===== config.mk =====
export PLATFORM = sky130hd
export DESIGN_NAME = arrt_cell
export DESIGN_NICKNAME = d
export VERILOG_FILES = /design/src/assert_macros.svh /design/src/arrt_pkg.sv /design/src/arrt_cell.sv
export SDC_FILE = /design/constraint.sdc
export NUM_CORES = 1
export LEC_CHECK = 0
export ABC_AREA = 1
export BUFFER_PORTS_ARGS = -buffer_cell sky130_fd_sc_hd__clkbuf_2
export CORE_AREA = 2 2 206 208
export DETAILED_ROUTE_END_ITERATION = 8
export DIE_AREA = 0 0 208 210
export HOLD_SLACK_MARGIN = 0.03
export PLACE_DENSITY = 0.48
export SLEW_MARGIN = 5
export SYNTH_ARGS = -nofsm -noshare
export SYNTH_HDL_FRONTEND = slang
export SYNTH_SLANG_ARGS = --single-unit

===== constraint.sdc =====
create_clock -name clk -period 3.5 [get_ports clk]
set_clock_uncertainty 0.1 [all_clocks]
set_input_delay 0 -clock clk [delete_from_list [all_inputs] [get_ports clk]]
set_output_delay 0 -clock clk [all_outputs]
set_load 0.02 [all_outputs]

===== src/assert_macros.svh =====
// Assertion macros for the RTL; included by the table unit.
// Each sampled on the rising edge of clk and held off while arst_n is low.
`ifndef ASSERT_MACROS_SVH
`define ASSERT_MACROS_SVH

`ifndef NO_ASSERTIONS

// Property must hold at every sampled edge.
`define ARRT_ASSERT(lbl, prop) \
	lbl: assert property (@(posedge clk) disable iff (!arst_n) (prop)) \
		else $error("arrt assertion failed");

// Expression must never be true at a sampled edge.
`define ARRT_NEVER(lbl, expr) \
	lbl: assert property (@(posedge clk) disable iff (!arst_n) !(expr)) \
		else $error("arrt forbidden condition seen");

`else

`define ARRT_ASSERT(lbl, prop)
`define ARRT_NEVER(lbl, expr)

`endif

`endif


===== src/arrt_pkg.sv =====
package arrt_pkg;

	// table geometry
	localparam int SLOTS = 16;
	localparam int IDXW  = $clog2(SLOTS);
	localparam int SLW   = 4;
	localparam int CMPW  = (IDXW > SLW) ? IDXW : SLW;
	localparam int AW    = 64;
	localparam int EW    = AW + 1;

	typedef logic [IDXW-1:0] idx_t;

	typedef enum logic {
		OP_REQUEST = 1'b0,
		OP_RELEASE = 1'b1
	} op_t;

	typedef enum logic [2:0] {
		ST_GRANT    = 3'd0,
		ST_EXACT    = 3'd1,
		ST_OVERLAP  = 3'd2,
		ST_ZERO     = 3'd3,
		ST_FULL     = 3'd4,
		ST_RELEASED = 3'd5,
		ST_EMPTY    = 3'd6
	} status_t;

	// request travelling down the row of cells
	typedef struct packed {
		logic          space;
		logic [AW-1:0] base;
		logic [EW-1:0] rng_end;
		logic          hit;
		logic          exact;
		idx_t          hit_idx;
		logic          free;
		idx_t          free_idx;
	} token_t;

	// table update broadcast to every cell
	typedef struct packed {
		logic           grant;
		idx_t           grant_idx;
		logic           space;
		logic [AW-1:0]  base;
		logic [EW-1:0]  rng_end;
		logic           rel;
		logic [SLW-1:0] rel_slot;
	} upd_t;

endpackage


===== src/arrt_cell.sv =====
module arrt_cell (
	input  logic               clk,
	input  logic               arst_n,
	input  arrt_pkg::idx_t     cell_idx,
	input  logic               act_in,
	input  arrt_pkg::token_t   tok_in,
	input  arrt_pkg::upd_t     upd,
	output logic               act_out,
	output arrt_pkg::token_t   tok_out,
	output logic               valid,
	output logic               rel_hit
);
	import arrt_pkg::*;

	logic          valid_q;
	logic          space_q;
	logic [AW-1:0] base_q;
	logic [EW-1:0] end_q;
	logic          act_q;
	token_t        tok_q;
	token_t        tok_nxt;
	logic          rel_match;
	logic          grant_match;
	logic          overlap;

	assign rel_match   = CMPW'(cell_idx) == CMPW'(upd.rel_slot);
	assign grant_match = upd.grant && (upd.grant_idx == cell_idx);
	assign rel_hit     = valid_q && rel_match;
	assign valid       = valid_q;
	assign act_out     = act_q;
	assign tok_out     = tok_q;

	// slot occupancy
	always_ff @(posedge clk or negedge arst_n) begin
		if (!arst_n) begin
			valid_q <= 1'b0;
		end else if (grant_match) begin
			valid_q <= 1'b1;
		end else if (upd.rel && rel_match) begin
			valid_q <= 1'b0;
		end
	end

	// held range, end kept at 65 bits
	always_ff @(posedge clk) begin
		if (grant_match) begin
			space_q <= upd.space;
			base_q  <= upd.base;
			end_q   <= upd.rng_end;
		end
	end

	// overlap check against the passing request
	assign overlap = valid_q && (space_q == tok_in.space)
		&& ({1'b0, tok_in.base} < end_q) && ({1'b0, base_q} < tok_in.rng_end);

	always_comb begin
		tok_nxt = tok_in;
		if (!tok_in.hit && overlap) begin
			tok_nxt.hit     = 1'b1;
			tok_nxt.exact   = (base_q == tok_in.base) && (end_q == tok_in.rng_end);
			tok_nxt.hit_idx = cell_idx;
		end
		if (!tok_in.free && !valid_q) begin
			tok_nxt.free     = 1'b1;
			tok_nxt.free_idx = cell_idx;
		end
	end

	// hand the request on to the next cell
	always_ff @(posedge clk or negedge arst_n) begin
		if (!arst_n) begin
			act_q <= 1'b0;
		end else begin
			act_q <= act_in;
		end
	end

	always_ff @(posedge clk) begin
		tok_q <= tok_nxt;
	end

endmodule


==> flow_summary.ini <==
[status]
status = complete, no violations

[finish]
layout-drive-gt1-share_pct = 25.2
finish.instance_area_um2 = 19300
layout_common_cells = clkbuf_2, dlygate4sd3_1, nand2_1
area_growth_pct = 57.7
nets = 2385
regArea_um2 = 6780
multi_input_area_um2 = 4810
fillerInstances = 3948
final_common_cell = clkbuf_2

[floorplan]
io_pins = 432
die_h_um = 210
start_util_pct = 29.6
rows = 75
dieArea_um2 = 43700
die_x_um = 208
core_area_um2 = 41500

[setup_path]
critPathLaunchType = flip-flop
critPathTopFamily = simple AND/OR/NAND/NOR gates
critical_path_required_ns = 3.82
crit_buf_inv = 1
crit_chain = ha_1 > nand2_1 > nor2_1 > nand3_1 > nor2_1 > nand2_1 > nor2_1 > nor2_1 > nand2_1 > nor2_4 > nand4_1 > nand2_1 > dlygate4sd3_1
end_kind = flip-flop
critPathArrivalTime_ns = 3.08
worstReg2RegStart = base_q[32]
crit_slowest_cell = dlygate4sd3_1
critical_path_class = flip-flop to flip-flop
crit_start = base_q[32]
critPathMaxStageDelay_ns = 0.55
critPathMaxFanout = 5

[drt]
viasPerCell = 4.14
drc = 0
vias = 10506
dr.pass1.iters = 6
final_antenna_net_count = 0
routed_wl_um = 38800
drtIter0Drc = 300
wl_per_cell_um = 15.3

[timing]
setup_ws_ns = 0.742
fin_setup_tns_ns = 0
setup_viol = 0
finalHoldViolCount = 0
tightestPinTransition_ns = 0.814
relSlewSlack_pct = 45.7
finalCriticalPeriod_ns = 2.76
finalCritPeriodShare_pct = 78.8
holdWs_ns = 0.0650
rsz0062_at_grt = false
clock.fmax_mhz = 363
slew_violations = 0

[logic_synthesis]
synth_xor_xnor_area_share_pct = 8.99
yosysSeqAreaShare_pct = 55.2
yosys.area_share.simple_pct = 13.8
synth_adder_area_share_pct = 12.8
muxShareOfSynthArea_pct = 0.184
synth_nets = 1614
synth_top_family_by_area = simple AND/OR/NAND/NOR gates
synth_cell_type_count = 31
ys_ff_latch = 273
avgSynthCellArea_um2 = 10.2
yosys_warnings = 0
synthCells = 1200
synth_area_um2 = 12300
synth-compound-area-share_pct = 3.22

[global_route]
grt-ovfl-total = 0
grt_max_degree = 132
grtUsageTotal_pct = 17.7
grt_pass1_wl_um = 60300
grt_antenna_before_repair = 3
grt_pass1_vias = 11300

[pwr]
powerDensity_nw_per_um2 = 437
leakagePower_nw = 9.31
ir_drop_mv = 0.405

[placed_design]
numPortBuffers = 431
dp_slack_ns = 1.26
place_congestion = 0.783
place_hpwl_um = 29600
placed_cell_area_um2 = 15200

[clock_network]
clk_pin_slew_ns = 0.06
clock-sinks = 273
cts_buffers = 34
insertion_delay_ns = 0.54
clockRootBuffer = clkbuf_16
cts_setup_buffers = 0
clk_path_buf_depth = 3
cts_tree = done
htreeDepth = 2

[hold_path]
holdCritPathClass = primary input to flip-flop
worstHoldStart = tok_in[132]

[flow_run]
drv_cap = 0
area by class of cell:
type / count / share of cell area (%)
Sequential cell: 273 / 35.0
Inverter: 186 / 3.67
Tap cell: 539 / 3.49
Antenna cell: 3 / 0.0388
Multi-Input combinational cell: 741 / 24.9
Timing Repair Buffer: 735 / 26.9
Clock inverter: 10 / 0.446
Clock buffer: 50 / 5.51
metal layers:
metal / global-route usage (%) / vias to the layer above / part of all wire [%]
li1: - / 5424 / -
met1: 21.8 / 4763 / 44
met2: 31.1 / 265 / 49
met3: 3.81 / 54 / 4.7
met4: 5.26 / 0 / 2.3
met5: 0 / - / 0
synthesized netlist by cell type:
library cell,n,area share [%]
nand3_2,1,0.082
dfxtp_1,141,23
nand3_1,16,0.65
inv_2,2,0.061
nor3_1,1,0.041
nand2_2,1,0.051
dfrtp_1,2,0.41
a21o_1,7,0.43
nor2_4,2,0.18
nand3b_1,1,0.061
edfxtp_1,130,32
o21a_1,3,0.18
a21oi_1,49,2.0
nand3_4,1,0.14
nand2_1,243,7.4
o21bai_1,1,0.061
nor2_1,119,3.6
or2_2,1,0.051
mux2_2,2,0.18
xor2_1,54,3.9
a221oi_1,1,0.071
and2_1,1,0.051
a21boi_0,1,0.061
nor2_2,2,0.10
inv_1,184,5.6
o22ai_1,1,0.051
nand4_1,25,1.3
ha_1,126,13
xnor2_1,72,5.1
nor3b_1,1,0.061
o21ai_0,9,0.37
per-stage QoR:
step / power, mW / instances / util (%)
floorplan: 4.18 / 1200 / -
global placement: 4.65 / 2171 / 36.5
detailed placement: 4.65 / 2171 / 36.5
CTS: 8.58 / 2534 / 46.6
global route: 8.85 / 2536 / 46.6
finish: 8.46 / 2537 / 46.6
logic make-up (layout without fill, tap and decap cells):
group | Yosys count | after routing
mux | 2 | 2
fa+ha+maj | 126 | 126
xor+xnor | 126 | 126
flops | 273 | 273
compound gates | 72 | 72
simple gates | 415 | 415
other cells | 0 | 3
buf+inv | 186 | 981
power by group:
group / internal [mW] / switching, mW / leakage [nW]
Sequential: 3.51 / 0.0680 / 2.39
Combinational: 0.631 / 0.652 / 6.34
Clock: 2.19 / 1.40 / 0.577
Total: 6.34 / 2.12 / 9.31
registers in the layout, summed over array words and instances (netlist names):
| name | flops |
|---|---|
| act_out | 1 |
| tok_out | 141 |
| end_q | 65 |
| base_q | 64 |
| valid | 1 |
| space_q | 1 |
final timing paths:
check / to / slack, ns / cells after the start
hold reg to reg: valid / 0.54 / 2
setup reg to reg: tok_out[6] / 0.74 / 13
setup / recovery: tok_out[6] / 0.74 / 13
min in group asynchronous: act_out / 0.24 / 3
hold / removal: tok_out[132] / 0.07 / 2
max in group asynchronous: valid / 2.92 / 3
repair_timing:
item,CTS,global route
hold buffers,303,0
endpoints found under the setup margin,0,0
resized for setup,0,0
endpoints found under the hold margin,275,0
(Power assumes the default switching activity.)
